`src/rtl/dct_pkg.sv`:
```
// ----------------------------------------------------------------------------
// dct_pkg
// Shared types, register offsets and codes for the DMA channel transfer engine.
// ----------------------------------------------------------------------------
package dct_pkg;

    // operation codes
    localparam logic [2:0] OP_READ  = 3'd0;
    localparam logic [2:0] OP_WRITE = 3'd1;
    localparam logic [2:0] OP_START = 3'd2;
    localparam logic [2:0] OP_STOP  = 3'd3;
    localparam logic [2:0] OP_STEP  = 3'd4;

    // register offsets
    localparam logic [7:0] REG_CTRL     = 8'd0;
    localparam logic [7:0] REG_PORT     = 8'd1;
    localparam logic [7:0] REG_ADDR_LO  = 8'd2;
    localparam logic [7:0] REG_ADDR_HI  = 8'd3;
    localparam logic [7:0] REG_ADDR_BNK = 8'd4;
    localparam logic [7:0] REG_CNT_LO   = 8'd5;
    localparam logic [7:0] REG_CNT_HI   = 8'd6;

    // control byte fields
    localparam int CTRL_DIR_BIT = 7;
    localparam int CTRL_DEC_BIT = 4;
    localparam int CTRL_FIX_BIT = 3;

    // transfer kinds
    localparam logic [1:0] KIND_COPY = 2'd0;
    localparam logic [1:0] KIND_TIME = 2'd1;
    localparam logic [1:0] KIND_FILL = 2'd2;

    localparam logic [13:0] B_BASE        = 14'h2100;
    localparam logic [7:0]  WRAM_PORT     = 8'h80;
    localparam logic [4:0]  CYC_BYTE      = 5'd8;
    localparam logic [4:0]  CYC_FILL      = 5'd4;
    localparam logic [4:0]  CYC_FIRST_ADD = 5'd8;

    typedef struct packed {
        logic [2:0] operation;
        logic [7:0] reg_index;
        logic [7:0] write_data;
        logic       a_in_work_ram;
    } item_t;

    typedef struct packed {
        logic [7:0]  read_data;
        logic        bad_register;
        logic        bus_valid;
        logic [23:0] a_bus_address;
        logic [13:0] b_bus_address;
        logic        b_to_a;
        logic [1:0]  transfer_kind;
        logic [4:0]  master_cycles;
        logic        last;
    } result_t;

    typedef struct packed {
        logic [7:0]  control;
        logic [7:0]  port;
        logic [23:0] a_addr;
        logic [15:0] count;
        logic        active;
        logic [1:0]  phase;
        logic        first;
    } chan_state_t;

    // B-bus offset for the step index within a group of four
    function automatic logic [1:0] mode_offset(input logic [2:0] mode,
                                               input logic [1:0] idx);
        logic [1:0] off;
        begin
            case (mode)
                3'd1, 3'd5: off = {1'b0, idx[0]};
                3'd3, 3'd7: off = {1'b0, idx[1]};
                3'd4:       off = idx;
                default:    off = 2'd0;
            endcase
            return off;
        end
    endfunction

endpackage

```
`src/rtl/dct_chan_regs.sv`:
```
// ----------------------------------------------------------------------------
// dct_chan_regs
// Channel register file and run state, updated once per executed word.
// ----------------------------------------------------------------------------
module dct_chan_regs
    import dct_pkg::*;
(
    input  logic        clk,
    input  logic        rst_n,
    input  logic        update,
    input  chan_state_t state_next,
    output chan_state_t state
);

    // idle channel, all registers zero, first-step flag set
    localparam chan_state_t STATE_RESET = '{control: 8'd0, port: 8'd0, a_addr: 24'd0,
                                            count: 16'd0, active: 1'b0, phase: 2'd0,
                                            first: 1'b1};

    chan_state_t state_reg;

    always_ff @(posedge clk or negedge rst_n)
    begin
        if (!rst_n)
        begin
            state_reg <= STATE_RESET;
        end
        else if (update)
        begin
            state_reg <= state_next;
        end
    end

    assign state = state_reg;

endmodule

```
`src/rtl/dct_exec.sv`:
```
// ----------------------------------------------------------------------------
// dct_exec
// Executes one word against the channel state: result and next state.
// ----------------------------------------------------------------------------
module dct_exec
    import dct_pkg::*;
(
    input  item_t       item,
    input  chan_state_t state,
    output result_t     result,
    output chan_state_t state_next
);

    logic        b2a;
    logic        wram_port;
    logic [7:0]  b_low;
    logic [15:0] lo_step;
    logic [15:0] cnt_dec;
    logic [4:0]  cyc_base;

    always_comb
    begin
        b2a       = state.control[CTRL_DIR_BIT];
        wram_port = (state.port == WRAM_PORT) && item.a_in_work_ram;
        b_low     = state.port + {6'd0, mode_offset(state.control[2:0], state.phase)};
        lo_step   = state.control[CTRL_DEC_BIT] ? state.a_addr[15:0] - 16'd1
                                                : state.a_addr[15:0] + 16'd1;
        cnt_dec   = state.count - 16'd1;
        cyc_base  = (wram_port && b2a) ? CYC_FILL : CYC_BYTE;

        result     = '0;
        state_next = state;

        case (item.operation)
            OP_READ, OP_WRITE:
            begin
                if (item.reg_index > REG_CNT_HI)
                begin
                    result.bad_register = 1'b1;
                end
                else if (item.operation == OP_READ)
                begin
                    case (item.reg_index)
                        REG_CTRL:     result.read_data = state.control;
                        REG_PORT:     result.read_data = state.port;
                        REG_ADDR_LO:  result.read_data = state.a_addr[7:0];
                        REG_ADDR_HI:  result.read_data = state.a_addr[15:8];
                        REG_ADDR_BNK: result.read_data = state.a_addr[23:16];
                        REG_CNT_LO:   result.read_data = state.count[7:0];
                        default:      result.read_data = state.count[15:8];
                    endcase
                end
                else
                begin
                    case (item.reg_index)
                        REG_CTRL:     state_next.control        = item.write_data;
                        REG_PORT:     state_next.port           = item.write_data;
                        REG_ADDR_LO:  state_next.a_addr[7:0]    = item.write_data;
                        REG_ADDR_HI:  state_next.a_addr[15:8]   = item.write_data;
                        REG_ADDR_BNK: state_next.a_addr[23:16]  = item.write_data;
                        REG_CNT_LO:   state_next.count[7:0]     = item.write_data;
                        default:      state_next.count[15:8]    = item.write_data;
                    endcase
                end
            end
            OP_START:
            begin
                state_next.active = 1'b1;
                state_next.phase  = 2'd0;
                state_next.first  = 1'b1;
            end
            OP_STOP:
            begin
                state_next.active = 1'b0;
            end
            OP_STEP:
            begin
                if (state.active)
                begin
                    result.bus_valid     = 1'b1;
                    result.a_bus_address = state.a_addr;
                    result.b_bus_address = B_BASE | {6'd0, b_low};
                    result.b_to_a        = b2a;
                    result.transfer_kind = !wram_port ? KIND_COPY
                                         : (b2a ? KIND_FILL : KIND_TIME);
                    result.master_cycles = cyc_base + (state.first ? CYC_FIRST_ADD : 5'd0);
                    result.last          = (cnt_dec == 16'd0);

                    if (!state.control[CTRL_FIX_BIT])
                        state_next.a_addr[15:0] = lo_step;
                    state_next.count = cnt_dec;
                    state_next.phase = state.phase + 2'd1;
                    state_next.first = 1'b0;
                    if (cnt_dec == 16'd0)
                        state_next.active = 1'b0;
                end
            end
            default:
            begin
                result = '0;
            end
        endcase
    end

endmodule

```
`src/rtl/dma_channel_transfer_engine.sv`:
```
// ----------------------------------------------------------------------------
// dma_channel_transfer_engine
// One general-purpose DMA channel: register access, start/stop, and one bus
// transfer description per step word on an active channel.
// ----------------------------------------------------------------------------
//
//  channel  direction  handshake            payload
//  -------  ---------  -------------------  --------------------------------------
//  in       sink       in_valid / in_stall  operation, reg_index, write_data,
//                                           a_in_work_ram
//  out      source     out_valid/out_stall  read_data, bad_register, bus_valid,
//                                           a_bus_address, b_bus_address, b_to_a,
//                                           transfer_kind, master_cycles, last
//
//  Cycles: two-stage flow, input register then result register. A word
//  accepted into the input register is executed against the channel state
//  and lands in the result register; one word per cycle is sustained while
//  out_stall is low. Every word gives exactly one result word.
//  Reset: channel registers clear, both stages empty, channel idle, first-step flag set.
//  Stalls: out_stall holds the result register; the input register then
//  holds too, and in_stall rises only when both stages are full.
//
module dma_channel_transfer_engine
    import dct_pkg::*;
(
    input  logic        clk,
    input  logic        rst_n,

    input  logic        in_valid,
    output logic        in_stall,
    input  logic [2:0]  operation,
    input  logic [7:0]  reg_index,
    input  logic [7:0]  write_data,
    input  logic        a_in_work_ram,

    output logic        out_valid,
    input  logic        out_stall,
    output logic [7:0]  read_data,
    output logic        bad_register,
    output logic        bus_valid,
    output logic [23:0] a_bus_address,
    output logic [13:0] b_bus_address,
    output logic        b_to_a,
    output logic [1:0]  transfer_kind,
    output logic [4:0]  master_cycles,
    output logic        last
);

    // input stage
    logic        in_full_reg;
    logic        in_full_next;
    item_t       item_reg;

    // result stage
    logic        out_full_reg;
    logic        out_full_next;
    result_t     result_reg;

    logic        in_take;
    logic        advance;
    result_t     result_next;
    chan_state_t state;
    chan_state_t state_next;

    // the held word executes when the result register is free or draining
    assign advance  = in_full_reg && (!out_full_reg || !out_stall);
    assign in_stall = in_full_reg && !advance;
    assign in_take  = in_valid && !in_stall;

    assign in_full_next  = in_take || (in_full_reg && !advance);
    assign out_full_next = advance || (out_full_reg && out_stall);

    always_ff @(posedge clk or negedge rst_n)
    begin
        if (!rst_n)
        begin
            in_full_reg  <= 1'b0;
            out_full_reg <= 1'b0;
        end
        else
        begin
            in_full_reg  <= in_full_next;
            out_full_reg <= out_full_next;
        end
    end

    always_ff @(posedge clk)
    begin
        if (in_take)
        begin
            item_reg.operation     <= operation;
            item_reg.reg_index     <= reg_index;
            item_reg.write_data    <= write_data;
            item_reg.a_in_work_ram <= a_in_work_ram;
        end
        if (advance)
        begin
            result_reg <= result_next;
        end
    end

    dct_exec u_exec
    (
        .item       (item_reg),
        .state      (state),
        .result     (result_next),
        .state_next (state_next)
    );

    // channel state moves exactly once per executed word
    dct_chan_regs u_regs
    (
        .clk        (clk),
        .rst_n      (rst_n),
        .update     (advance),
        .state_next (state_next),
        .state      (state)
    );

    assign out_valid     = out_full_reg;
    assign read_data     = result_reg.read_data;
    assign bad_register  = result_reg.bad_register;
    assign bus_valid     = result_reg.bus_valid;
    assign a_bus_address = result_reg.a_bus_address;
    assign b_bus_address = result_reg.b_bus_address;
    assign b_to_a        = result_reg.b_to_a;
    assign transfer_kind = result_reg.transfer_kind;
    assign master_cycles = result_reg.master_cycles;
    assign last          = result_reg.last;

    // ---------------------------------------------------------------- checks

    // a run-ending step leaves the channel idle
    a_last_idles: assert property (@(posedge clk) disable iff (!rst_n)
        advance && result_next.last |=> !state.active)
        else $error("channel still active after last step");

    // last only on a real transfer
    a_last_bus: assert property (@(posedge clk) disable iff (!rst_n)
        out_valid && last |-> bus_valid)
        else $error("last without bus transfer");

    // bad offset never comes with a transfer or read data
    a_bad_clean: assert property (@(posedge clk) disable iff (!rst_n)
        out_valid && bad_register |-> !bus_valid && read_data == 8'd0)
        else $error("bad register result carries data");

    // fill writes only go B to A and cost CYC_FILL, plus CYC_FIRST_ADD on a first step
    a_fill_form: assert property (@(posedge clk) disable iff (!rst_n)
        out_valid && transfer_kind == KIND_FILL |->
            b_to_a && (master_cycles == CYC_FILL ||
                       master_cycles == CYC_FILL + CYC_FIRST_ADD))
        else $error("malformed fill transfer");

endmodule

```
`config.mk`:
```
export PLATFORM = sky130hd
export DESIGN_NAME = dma_channel_transfer_engine
export DESIGN_NICKNAME = d
export VERILOG_FILES = /design/src/rtl/dct_pkg.sv /design/src/rtl/dct_chan_regs.sv /design/src/rtl/dct_exec.sv /design/src/rtl/dma_channel_transfer_engine.sv
export SDC_FILE = /design/constraint.sdc
export NUM_CORES = 1
export LEC_CHECK = 0
export ABC_CLOCK_PERIOD_IN_PS = 6000
export BUFFER_PORTS_ARGS = -buffer_cell sky130_fd_sc_hd__buf_2
export CAP_MARGIN = 10
export CORE_MARGIN = 5
export CORE_UTILIZATION = 51
export DETAILED_ROUTE_END_ITERATION = 16
export GPL_TIMING_DRIVEN = 1
export PLACE_DENSITY = 0.71
export SLEW_MARGIN = 30
export SYNTH_ARGS = -nofsm -noshare
export SYNTH_HDL_FRONTEND = slang
export SYNTH_SLANG_ARGS = --single-unit
```
`constraint.sdc`:
```
create_clock -name clk -period 6 [get_ports clk]
set_input_delay 0.6 -clock clk [delete_from_list [all_inputs] [get_ports clk]]
set_output_delay 0.6 -clock clk [all_outputs]
set_load 0.01 [all_outputs]
```
==> results of run 1 <==
==> cell families after synthesis <==
family	count (synthesis)
muxes	44
buffers and inverters	59
AOI/OAI and AO/OA	177
and+or+nand+nor	211
other	1
adders and majority gates	21
DFF	131
xor gates and xnor gates	16
==> worst max-delay path, cell delays in order, from the launching register on <==
cell and delay, ns:
sky130_fd_sc_hd__dfrtp_1 0.82, sky130_fd_sc_hd__ha_1 0.42, sky130_fd_sc_hd__a211oi_1 0.42, sky130_fd_sc_hd__o21ai_0 0.18, sky130_fd_sc_hd__a31oi_1 0.39, sky130_fd_sc_hd__o21ai_0 0.21
sky130_fd_sc_hd__and3_1 0.20, sky130_fd_sc_hd__nor4_1 0.26
==> metrics by stage <==
stage	instances	cell area (um2)	power, mW	util (%)	setup slack (ns)
after floorplan	665	7210	1.49	-	3.15
after global placement	882	7620	1.65	55.1	3.03
after detailed placement	884	7640	1.66	55.3	3.00
after CTS	916	8270	2.76	59.8	2.99
after global routing	916	8290	2.88	59.9	2.92
final	916	8290	2.77	59.9	2.98
==> cells in the final DEF (no fill, tap or decap), types with 9 or more instances in the layout <==
master	Yosys	final
sky130_fd_sc_hd__dfrtp_1	61	61
sky130_fd_sc_hd__buf_2	3	76
sky130_fd_sc_hd__mux2i_1	13	13
sky130_fd_sc_hd__o21ai_0	52	52
sky130_fd_sc_hd__inv_1	18	17
sky130_fd_sc_hd__and3_1	35	34
sky130_fd_sc_hd__ha_1	19	19
sky130_fd_sc_hd__a22o_1	13	13
sky130_fd_sc_hd__a21oi_1	45	45
sky130_fd_sc_hd__nor2_1	46	46
sky130_fd_sc_hd__nor3_1	15	15
sky130_fd_sc_hd__xnor2_1	9	9
sky130_fd_sc_hd__clkbuf_16	0	17
sky130_fd_sc_hd__nor2b_1	9	9
sky130_fd_sc_hd__nand3_1	15	15
sky130_fd_sc_hd__mux2_4	24	24
sky130_fd_sc_hd__nand2_1	46	46
sky130_fd_sc_hd__edfxtp_1	69	69
==> layout make-up <==
cell class	count	area [um2]	share of cell area, %
inverter	18	70.1	0.846
multi-input combinational	475	3310	40.0
clock buffer	18	429	5.18
sequential	131	3620	43.7
clock inverter	14	200	2.42
tap	180	225	2.72
timing repair buffer	80	422	5.09
==> power groups by stage <==
stage / registers, mW / clock network [mW] / logic (mW)
6_report: 1.22 / 1.10 / 0.444
3_5_place_dp: 1.23 / 0 / 0.436
5_1_grt: 1.23 / 1.16 / 0.492
2_1_floorplan: 1.16 / 0 / 0.332
3_3_place_gp: 1.23 / 0 / 0.417
4_1_cts: 1.21 / 1.11 / 0.437
==> routing by layer <==
layer | track usage (%) | wire (um)
met3 | 4.77 | 1300
met4 | 13.2 | 898
met1 | 31.5 | 8190
met5 | 0 | 0
met2 | 37.2 | 8860
==> worst max path at each step <==
| stage | end | slack (ns) | start |
|---|---|---|---|
| after CTS | u_regs.state[13] | 2.99 | item_reg[18] |
| after global routing | u_regs.state[34] | 2.92 | u_regs.state[56] |
| after global placement | u_regs.state[34] | 3.03 | out_stall |
| final | u_regs.state[34] | 2.98 | u_regs.state[56] |
| after detailed placement | u_regs.state[17] | 3.00 | item_reg[18] |
| after floorplan | u_regs.state[35] | 3.15 | out_stall |
==> insert_results.sql, run 1 <==
INSERT INTO impl_metrics (metric_group, metric, value, unit) VALUES
('synth', 'yosysTopAreaCell', 'sky130_fd_sc_hd__edfxtp_1', ''),
('clock_network', 'post-cts-setup-buffer-count', '0', ''),
('layout', 'n_fill_cell', '1115', ''),
('placed_design', 'buffers_added_on_ports', '76', ''),
('clock_network', 'clkSinkCount', '131', ''),
('clock_network', 'cts_inserted_buffers', '17', ''),
('placed_design', 'dp.final_hpwl', '13300', 'um'),
('clock_network', 'holdBufCountCts', '0', ''),
('grt', 'first_global_vias', '5574', ''),
('power', 'intPower', '1.94', 'mW'),
('synth', 'synth_compound_gate_area_share', '15.7', '%'),
('timing', 'holdWs', '0.337', 'ns'),
('synth', 'syn_area_per_cell', '10.9', 'um2'),
('worst_setup_path', 'timing.setup.critical_path_class', 'flip-flop to flip-flop', ''),
('die', 'die_area', '0.0166', 'mm2'),
('route', 'wl_per_cell', '21.0', 'um'),
('synth', 'synthesis.area', '0.00719', 'mm2'),
('timing', 'hold_viol', '0', ''),
('worst_setup_path', 'critPathArrivalTime', '3.33', 'ns'),
('hold_path', 'worstHoldPathType', 'input pin to async pin', ''),
('timing', 'final.setup.tns', '0', 'ns'),
('route', 'routed_wirelength', '19200', 'um'),
('worst_setup_path', 'critical_path.endpoint_type', 'flip-flop', ''),
('synth', 'synth.yosys.seq_area_share', '50.4', '%'),
('synth', 'synth_edf_count', '69', ''),
('worst_setup_path', 'setup.worst_path.start_class', 'flip-flop', ''),
('route', 'post-route-drc-count', '0', ''),
('synth', 'syn-instance-count', '660', ''),
('grt', 'track_usage', '23.9', '%'),
('route', 'drt.antenna.violating_nets', '0', ''),
('clock_network', 'clock_root_cell', 'sky130_fd_sc_hd__clkbuf_16', ''),
('power', 'power.clock.fraction', '39.9', '%'),
('power', 'power_density', '334', 'mW/mm2'),
('synth', 'area_contributors_post_synth', 'sky130_fd_sc_hd__edfxtp_1 29%, sky130_fd_sc_hd__dfrtp_1 21%, sky130_fd_sc_hd__mux2_4 5.0%, sky130_fd_sc_hd__o21ai_0 3.6%, sky130_fd_sc_hd__ha_1 3.3%', ''),
('die', 'initial_core_util', '52.0', '%'),
('die', 'rows', '43', ''),
('grt', 'grt_antenna_before_repair', '0', ''),
('grt', 'overflow_left_after_global_routing', '0', ''),
('layout', 'antenna_cells_inserted', '0', ''),
('power', 'power_switching_share', '29.8', '%'),
('synth', 'postSynth.topFlopCell', 'sky130_fd_sc_hd__edfxtp_1', ''),
('clock_network', 'clk_path_buf_depth', '2', ''),
('status', 'outcome', 'finished, final reports clean', ''),
('power', 'static_leak', '3.68', 'nW'),
('route', 'route.vias.total', '5691', ''),
('timing', 'slew_headroom', '35.8', '%'),
('clock_network', 'clk_latency', '0.43', 'ns'),
('clock_network', 'clkSlewWorstSetupHoldPaths', '0.06', 'ns'),
('placed_design', 'gp_congestion', '1.05', ''),
('timing', 'fin_worst_skew', '0.00965', 'ns'),
('synth', 'synth_commonest_cells', '69 x sky130_fd_sc_hd__edfxtp_1, 61 x sky130_fd_sc_hd__dfrtp_1, 52 x sky130_fd_sc_hd__o21ai_0', ''),
('worst_setup_path', 'reg2reg_to', 'u_regs.state[34]', ''),
('die', 'design.portCount', '83', ''),
('timing', 'fmax', '331', 'MHz'),
('synth', 'synth_xor_area_share', '1.95', '%'),
('power', 'comb_power_share', '16.0', '%'),
('synth', 'postSynth.asyncResetShare', '47.3', '%'),
('clock_network', 'htree_num_levels', '4', ''),
('layout', 'max_ffs_per_register', '60', ''),
('layout', 'layout-area-overhead-vs-synth', '15.3', '%'),
('worst_setup_path', 'crit_path_max_fanout', '18', ''),
('timing', 'grt_setup_unrepaired', 'false', ''),
('synth', 'synthAdderAreaFrac', '3.86', '%'),
('timing', 'tightest_slew', '0.964', 'ns'),
('layout', 'final_layout_size_suffix_gt1_share', '21.5', '%'),
('power', 'power_frac_seq', '44.0', '%'),
('timing', 'fin_crit_sh', '50.3', '%'),
('route', 'first_pass_iters', '5', ''),
('timing', 'min_tclk_post_route', '3.02', 'ns'),
('layout', 'final_net_count', '768', ''),
('worst_setup_path', 'critical_path.reg2reg.startpoint', 'u_regs.state[56]', '');
Note: power is estimated with default switching activity, not from simulation.
==> inputs of run 2 (changes only) <==
ABC_AREA = 1   (was default)
ABC_CLOCK_PERIOD_IN_PS = 3000   (was 6000)
clock period = 3 ns   (was 6 ns; I/O delays follow)
==> run 2 against run 1 <==
Register-to-register slack lost 2.3 ns; critical path depth is 2 higher; clock skew decreased by 0.0019 ns; largest cell class unchanged; largest power group unchanged.
==> insert_results.sql, run 2 <==
INSERT INTO impl_metrics (metric_group, metric, value, unit) VALUES
('synth', 'synth.yosys.seq_area_share', '51.1', '%'),
('die', 'coreArea', '0.0138', 'mm2'),
('clock_network', 'clk_latency', '0.43', 'ns'),
('timing', 'hold_viol', '0', ''),
('synth', 'synth-warning-count', '0', ''),
('clock_network', 'clock_root_cell', 'sky130_fd_sc_hd__clkbuf_16', ''),
('route', 'avgViaCountPerCell', '5.31', ''),
('worst_setup_path', 'critical_path.reg2reg.startpoint', 'u_regs.state[56]', ''),
('grt', 'track_usage', '22.4', '%'),
('power', 'power_density', '700', 'mW/mm2'),
('placed_design', 'gp_congestion', '0.925', ''),
('timing', 'fin_worst_skew', '0.00780', 'ns'),
('worst_setup_path', 'slowest_delay', '0.82', 'ns'),
('worst_setup_path', 'critPathTopFamily', 'flip-flops', ''),
('worst_setup_path', 'critical_path_required', '3.35', 'ns'),
('clock_network', 'clkSlewWorstSetupHoldPaths', '0.06', 'ns'),
('layout', 'fin_util', '59.7', '%'),
('die', 'rows', '43', ''),
('layout', 'max_ffs_per_register', '60', ''),
('worst_setup_path', 'cp-endpoint', 'u_regs.state[31]', ''),
('route', 'first_pass_iters', '5', ''),
('layout', 'antenna_cells_inserted', '0', ''),
('route', 'post-route-drc-count', '0', ''),
('hold_path', 'worstHoldPathType', 'input pin to async pin', ''),
('layout', 'commonest_non_fill_non_tap_cell_in_the_layout', 'sky130_fd_sc_hd__nand2_1', ''),
('worst_setup_path', 'path_cells', 'ha_1, a21oi_1, o21a_1, nand2_1, nand2_1, nand2_1, a21oi_1, o21ai_0, a21oi_1', ''),
('clock_network', 'post-cts-setup-buffer-count', '0', ''),
('die', 'die_area', '0.0164', 'mm2'),
('timing', 'grt_setup_unrepaired', 'false', ''),
('layout', 'final_layout_size_suffix_gt1_share', '17.5', '%'),
('synth', 'area_contributors_post_synth', 'sky130_fd_sc_hd__edfxtp_1 29%, sky130_fd_sc_hd__dfrtp_1 22%, sky130_fd_sc_hd__nand2_1 8.9%, sky130_fd_sc_hd__nor2_1 6.6%, sky130_fd_sc_hd__inv_1 5.2%', ''),
('worst_setup_path', 'timing.setup.critical_path_class', 'flip-flop to flip-flop', ''),
('die', 'dieWidth', '128', 'um'),
('clock_network', 'cts_inserted_buffers', '17', ''),
('route', 'wl_per_cell', '15.9', 'um'),
('route', 'routed_wirelength', '17500', 'um'),
('synth', 'postSynth.topFlopCell', 'sky130_fd_sc_hd__edfxtp_1', ''),
('placed_design', 'dp.final_hpwl', '12800', 'um'),
('worst_setup_path', 'critPathArrivalTime', '2.65', 'ns'),
('timing', 'fmax', '435', 'MHz'),
('synth', 'syn-instance-count', '824', ''),
('timing', 'setup_ws', '0.701', 'ns'),
('synth', 'top_count_cell_post_synth', 'sky130_fd_sc_hd__nand2_1', ''),
('timing', 'slew_headroom', '44.1', '%'),
('layout', 'layout-area-overhead-vs-synth', '16.0', '%'),
('layout', 'final_net_count', '953', ''),
('clock_network', 'clkSinkCount', '131', ''),
('job', 'max_capacitance_violation_total', '0', ''),
('timing', 'min_tclk_post_route', '2.30', 'ns'),
('synth', 'distinct_cell_type_count_of_the_synthesized_netlist', '50', ''),
('worst_setup_path', 'worst_r2r_path_depth', '9', ''),
('worst_setup_path', 'setup.worst_path.start_class', 'flip-flop', ''),
('layout', 'n_fill_cell', '1245', ''),
('route', 'drt.antenna.violating_nets', '0', ''),
('grt', 'overflow_left_after_global_routing', '0', ''),
('clock_network', 'clk_path_buf_depth', '2', ''),
('synth', 'postSynth.asyncResetShare', '47.3', '%'),
('grt', 'grt_antenna_before_repair', '0', ''),
('timing', 'tightest_slew', '0.839', 'ns'),
('worst_setup_path', 'setup.reg_to_reg.worst_slack', '0.70', 'ns'),
('grt', 'pin_count_of_the_biggest_net_entering_global_routing', '63', ''),
('synth', 'synth_edf_count', '69', ''),
('die', 'initial_core_util', '51.5', '%'),
('worst_setup_path', 'reg2reg_to', 'u_regs.state[31]', ''),
('die', 'design.portCount', '83', ''),
('synth', 'synth_seq_cells', '131', ''),
('die', 'dieHeight', '128', 'um'),
('timing', 'fin_crit_sh', '76.6', '%'),
('route', 'route.vias.total', '5843', ''),
('grt', 'first_global_vias', '5539', ''),
('placed_design', 'placed_area', '0.00762', 'mm2'),
('status', 'outcome', 'finished, final reports clean', ''),
('power', 'maximum_vdd_drop', '0.394', 'mV'),
('synth', 'yosysTopAreaCell', 'sky130_fd_sc_hd__edfxtp_1', ''),
('synth', 'synthesis.area', '0.00709', 'mm2'),
('worst_setup_path', 'crit_path_top_delay_cell', 'sky130_fd_sc_hd__dfrtp_1', ''),
('placed_design', 'detailedPlace.worstSlack', '0.797', 'ns'),
('power', 'static_leak', '3.76', 'nW'),
('synth', 'synth_commonest_cells', '169 x sky130_fd_sc_hd__nand2_1, 124 x sky130_fd_sc_hd__nor2_1, 99 x sky130_fd_sc_hd__inv_1', ''),
('timing', 'report.final.setup_viol', '0', ''),
('route', 'first_iter_violations', '603', ''),
('worst_setup_path', 'crit_path_max_fanout', '18', ''),
('layout', 'final_cell_mix', '169 x sky130_fd_sc_hd__nand2_1, 124 x sky130_fd_sc_hd__nor2_1, 98 x sky130_fd_sc_hd__inv_1, 76 x sky130_fd_sc_hd__buf_2, 69 x sky130_fd_sc_hd__edfxtp_1', ''),
('power', 'fin_total_pwr', '5.75', 'mW'),
('clock_network', 'post_cts.resized_instances', '0', ''),
('worst_setup_path', 'crit_path_from', 'u_regs.state[56]', ''),
('worst_setup_path', 'cp.buffers_inverters', '0', ''),
('timing', 'final-max-slew-violation-count', '0', ''),
('placed_design', 'buffers_added_on_ports', '76', ''),
('clock_network', 'tritoncts_clock_tree', 'done', ''),
('timing', 'final.setup.tns', '0', 'ns'),
('clock_network', 'holdBufCountCts', '0', ''),
('synth', 'synth_largest_type_area_fraction', '29.2', '%'),
('synth', 'syn_area_per_cell', '8.61', 'um2'),
('grt', 'grt_first_pass_wirelength', '28500', 'um'),
('clock_network', 'htree_num_levels', '4', ''),
('worst_setup_path', 'critical_path.endpoint_type', 'flip-flop', ''),
('layout', 'final_design_area_no_fill', '0.00823', 'mm2'),
('worst_setup_path', 'critical_path_cell_count', '9', '');
==> run 2: metal layers <==
| layer | vias up | wire [um] | track usage, % |
|---|---|---|---|
| li1 | 2895 | - | - |
| met1 | 2678 | 7960 | 32.2 |
| met2 | 230 | 7800 | 33.6 |
| met3 | 40 | 1290 | 4.29 |
| met4 | 0 | 459 | 9.05 |
| met5 | - | 0 | 0 |
==> run 2: how the worst min path moves through the flow <==
| stage | from | end | slack, ns | cells past startpoint |
|---|---|---|---|---|
| 6_report | rst_n | in_full_reg | 0.04 | 2 |
| 5_1_grt | write_data[1] | item_reg[2] | 0.03 | 1 |
| 4_1_cts | write_data[1] | item_reg[2] | 0.03 | 1 |
| 3_5_place_dp | u_regs.state[38] | u_regs.state[38] | 0.47 | 2 |
| 3_3_place_gp | u_regs.state[39] | u_regs.state[39] | 0.47 | 2 |
| 2_1_floorplan | rst_n | in_full_reg | 0.004 | 0 |
==> run 2: cell families (layout without fill, tap and decap cells) <==
| group | count (synthesis) | count (layout) | share of synthesized area (%) |
|---|---|---|---|
| AND/OR/NAND/NOR | 382 | 382 | 24.1 |
| AO/OA/AOI/OAI | 150 | 150 | 11.9 |
| buffers and inverters | 132 | 224 | 7.97 |
| flip-flops | 131 | 131 | 51.1 |
| adder cells (fa/ha/maj) | 21 | 21 | 3.92 |
| multiplexers | 4 | 4 | 0.565 |
| XOR/XNOR | 3 | 3 | 0.371 |
| other | 1 | 6 | 0.0529 |
==> run 2: cell type report <==
type | instances | area [um2] | area share (%)
Sequential cell | 131 | 3620 | 44.1
Multi-Input combinational cell | 566 | 2920 | 35.5
Timing Repair Buffer | 84 | 440 | 5.35
Clock buffer | 18 | 429 | 5.22
Inverter | 108 | 408 | 4.96
Tap cell | 180 | 225 | 2.74
Clock inverter | 14 | 178 | 2.16
==> run 2: report_power, final <==
part | internal [mW] | switching [mW]
combinational | 0.408 | 0.799
sequential | 2.17 | 0.252
clock | 1.32 | 0.812
total | 3.89 | 1.86
==> run 2: through the flow <==
stage               instances  hold WS, ns
finish                   1101       0.0407
detailed placement       1069        0.469
floorplan                 829      0.00441
global route             1101       0.0348
global placement         1069        0.466
CTS                      1101       0.0295
==> inputs of run 3 (changes only) <==
ABC_CLOCK_PERIOD_IN_PS = 1900   (was 3000)
PLACE_DENSITY = 0.74   (was 0.71)
clock period = 1.9 ns   (was 3 ns; I/O delays follow)
==> run 3 against run 2 <==
The flow now finishes with violations (setup timing); worst setup slack got worse by 0.92 ns; clock skew shrank 0.00067 ns; sequential power up 59%; cell area increased by 16%; clock-buffer cell count grew 1; die area is the same; critical path depth increased by 1; worst hold slack worse by 0.011 ns; final cell count is 8.6% higher; critical path type unchanged; largest cell class unchanged; highest routed layer unchanged.
==> insert_results.sql, run 3 (same netlist as run 2, synthesis figures left out) <==
INSERT INTO impl_metrics (metric_group, metric, value, unit) VALUES
('power', 'comb_power_share', '29.0', '%'),
('layout', 'final_cell_mix', '152 x sky130_fd_sc_hd__nand2_1, 110 x sky130_fd_sc_hd__nor2_1, 93 x sky130_fd_sc_hd__inv_1, 76 x sky130_fd_sc_hd__buf_2, 72 x sky130_fd_sc_hd__buf_4', ''),
('timing', 'tightest_slew', '0.637', 'ns'),
('hold_path', 'min_from', 'out_stall', ''),
('grt', 'grt_first_pass_wirelength', '30300', 'um'),
('placed_design', 'placed_cells_incl_taps', '1123', ''),
('timing', 'report.final.setup_viol', '4', ''),
('power', 'power_frac_seq', '39.0', '%'),
('route', 'avgViaCountPerCell', '5.51', ''),
('power', 'power_dissipated_by_switching_net_loads', '3.36', 'mW'),
('layout', 'final_net_count', '1048', ''),
('die', 'die_area', '0.0164', 'mm2'),
('layout', 'antenna_cells_inserted', '0', ''),
('power', 'power_switching_share', '34.2', '%'),
('worst_setup_path', 'critical_path_required', '2.15', 'ns'),
('layout', 'max_ffs_per_register', '60', ''),
('route', 'first_iter_violations', '827', ''),
('layout', 'fin_util', '69.3', '%'),
('job', 'max_capacitance_violation_total', '0', ''),
('timing', 'fin_worst_skew', '0.00713', 'ns'),
('route', 'routed_wirelength', '20800', 'um'),
('hold_path', 'worstHoldPathType', 'input pin to flip-flop', ''),
('clock_network', 'clkSinkCount', '131', ''),
('grt', 'overflow_left_after_global_routing', '0', ''),
('clock_network', 'tritoncts_clock_tree', 'done', ''),
('worst_setup_path', 'crit_path_from', 'u_regs.state[53]', ''),
('clock_network', 'clkSlewWorstSetupHoldPaths', '0.06', 'ns'),
('route', 'first_pass_iters', '6', ''),
('worst_setup_path', 'setup.worst_path.start_class', 'flip-flop', ''),
('die', 'dieWidth', '128', 'um'),
('timing', 'fin_crit_sh', '111', '%'),
('timing', 'grt_setup_unrepaired', 'true', ''),
('clock_network', 'clk_latency', '0.43', 'ns'),
('grt', 'first_global_vias', '5964', ''),
('worst_setup_path', 'critical_path.endpoint_type', 'flip-flop', ''),
('worst_setup_path', 'timing.setup.critical_path_class', 'flip-flop to flip-flop', ''),
('power', 'maximum_vdd_drop', '0.693', 'mV'),
('layout', 'layoutNonFillerInstCount', '1196', ''),
('worst_setup_path', 'crit_path_max_fanout', '4', ''),
('power', 'intPower', '6.47', 'mW'),
('placed_design', 'buffers_added_on_ports', '76', ''),
('clock_network', 'cts_inserted_buffers', '17', ''),
('layout', 'layout-area-overhead-vs-synth', '34.7', '%'),
('clock_network', 'clk_path_buf_depth', '2', ''),
('die', 'coreArea', '0.0138', 'mm2'),
('timing', 'setup_ws', '-0.218', 'ns'),
('clock_network', 'clock_root_cell', 'sky130_fd_sc_hd__clkbuf_16', ''),
('die', 'initial_core_util', '51.5', '%'),
('die', 'design.portCount', '83', ''),
('worst_setup_path', 'critical_path.reg2reg.startpoint', 'u_regs.state[53]', ''),
('timing', 'fmax', '472', 'MHz'),
('die', 'rows', '43', ''),
('route', 'drt.antenna.violating_nets', '0', ''),
('clock_network', 'htree_num_levels', '4', ''),
('layout', 'commonest_non_fill_non_tap_cell_in_the_layout', 'sky130_fd_sc_hd__nand2_1', ''),
('status', 'violations', 'setup timing', ''),
('route', 'post-route-drc-count', '0', ''),
('power', 'power_density', '1030', 'mW/mm2'),
('worst_setup_path', 'critPathArrivalTime', '2.37', 'ns'),
('placed_design', 'gp_congestion', '0.920', ''),
('timing', 'hold_viol', '0', ''),
('placed_design', 'dp.final_hpwl', '13400', 'um'),
('timing', 'final-max-slew-violation-count', '0', ''),
('timing', 'slew_headroom', '57.5', '%'),
('route', 'route.vias.total', '6589', ''),
('status', 'outcome', 'finished, violations left', ''),
('worst_setup_path', 'worst_r2r_path_depth', '10', ''),
('power', 'static_leak', '4.26', 'nW'),
('layout', 'final_layout_size_suffix_gt1_share', '31.5', '%'),
('grt', 'grt_antenna_before_repair', '0', ''),
('grt', 'pin_count_of_the_biggest_net_entering_global_routing', '63', ''),
('timing', 'min_tclk_post_route', '2.12', 'ns'),
('hold_path', 'timing.hold.worst_path_depth', '3', ''),
('power', 'power.clock.fraction', '32.0', '%'),
('layout', 'n_fill_cell', '990', ''),
('grt', 'track_usage', '24.0', '%'),
('route', 'wl_per_cell', '17.4', 'um'),
('die', 'dieHeight', '128', 'um');
## run 3: final cells by class
type,count,area [um2],area share [%]
Clock buffer,19,453,4.74
Clock inverter,13,110,1.15
Inverter,108,412,4.31
Multi-Input combinational cell,567,3450,36.2
Sequential cell,131,3630,38.0
Tap cell,180,225,2.36
Timing Repair Buffer,178,1270,13.3
## run 3: critical path, cell delays in order, from the launching register on
cell                      delay, ns
sky130_fd_sc_hd__dfrtp_1       0.43
sky130_fd_sc_hd__o22ai_1       0.12
sky130_fd_sc_hd__a21oi_2       0.13
sky130_fd_sc_hd__ha_2          0.20
sky130_fd_sc_hd__inv_2         0.04
sky130_fd_sc_hd__fa_2          0.37
sky130_fd_sc_hd__nor2_4        0.12
sky130_fd_sc_hd__nand2_2       0.08
sky130_fd_sc_hd__nor2_2        0.13
sky130_fd_sc_hd__a21oi_1       0.07
sky130_fd_sc_hd__nor3_1        0.23
## run 3: per-layer routing
metal	up-vias	track usage [%]	wire, um
li1	3085	-	-
met1	3054	32.0	8340
met2	376	38.1	9900
met3	74	5.88	1910
met4	0	8.99	698
met5	-	0	0
## run 3: final timing paths
check	end	slack [ns]
worst max-delay path	b_bus_address[6]	-0.22
worst min-delay path	out_valid	0.03
worst max register to register	b_bus_address[6]	-0.22
worst min register to register	u_regs.state[36]	0.49
max in group asynchronous	u_regs.state[6]	1.26
min in group asynchronous	in_full_reg	0.29
## run 3: metrics by stage
| stage | setup TNS (ns) | worst slack, ns | hold WS, ns | area [um2] | total power, mW |
|---|---|---|---|---|---|
| global route | -1.45 | -0.275 | 0.0521 | 9550 | 10.3 |
| finish | -0.362 | -0.218 | 0.0295 | 9550 | 9.84 |
| CTS | -0.118 | -0.0810 | 0.0298 | 8990 | 9.23 |
| floorplan | -5.46 | -0.312 | -0.106 | 7150 | 5.15 |
| global placement | -0.634 | -0.0916 | 0.230 | 8090 | 6.00 |
| detailed placement | -1.03 | -0.202 | 0.235 | 8090 | 6.04 |
## run 3: power groups by stage
stage / sequential, mW / combinational (mW) / clock, mW
finish: 3.84 / 2.85 / 3.14
global route: 3.88 / 3.11 / 3.28
CTS: 3.76 / 2.33 / 3.14
detailed placement: 3.80 / 2.24 / 0
global placement: 3.79 / 2.21 / 0
floorplan: 3.78 / 1.37 / 0
## run 3: repair_timing
item | in CTS | in global routing
pin swaps | 5 | 28
setup endpoints to repair | 13 | 43
hold endpoints to repair | 82 | 0
hold buffers | 22 | 0
cloned | 0 | 1
gates resized for setup | 17 | 98
buffers inserted | 3 | 15
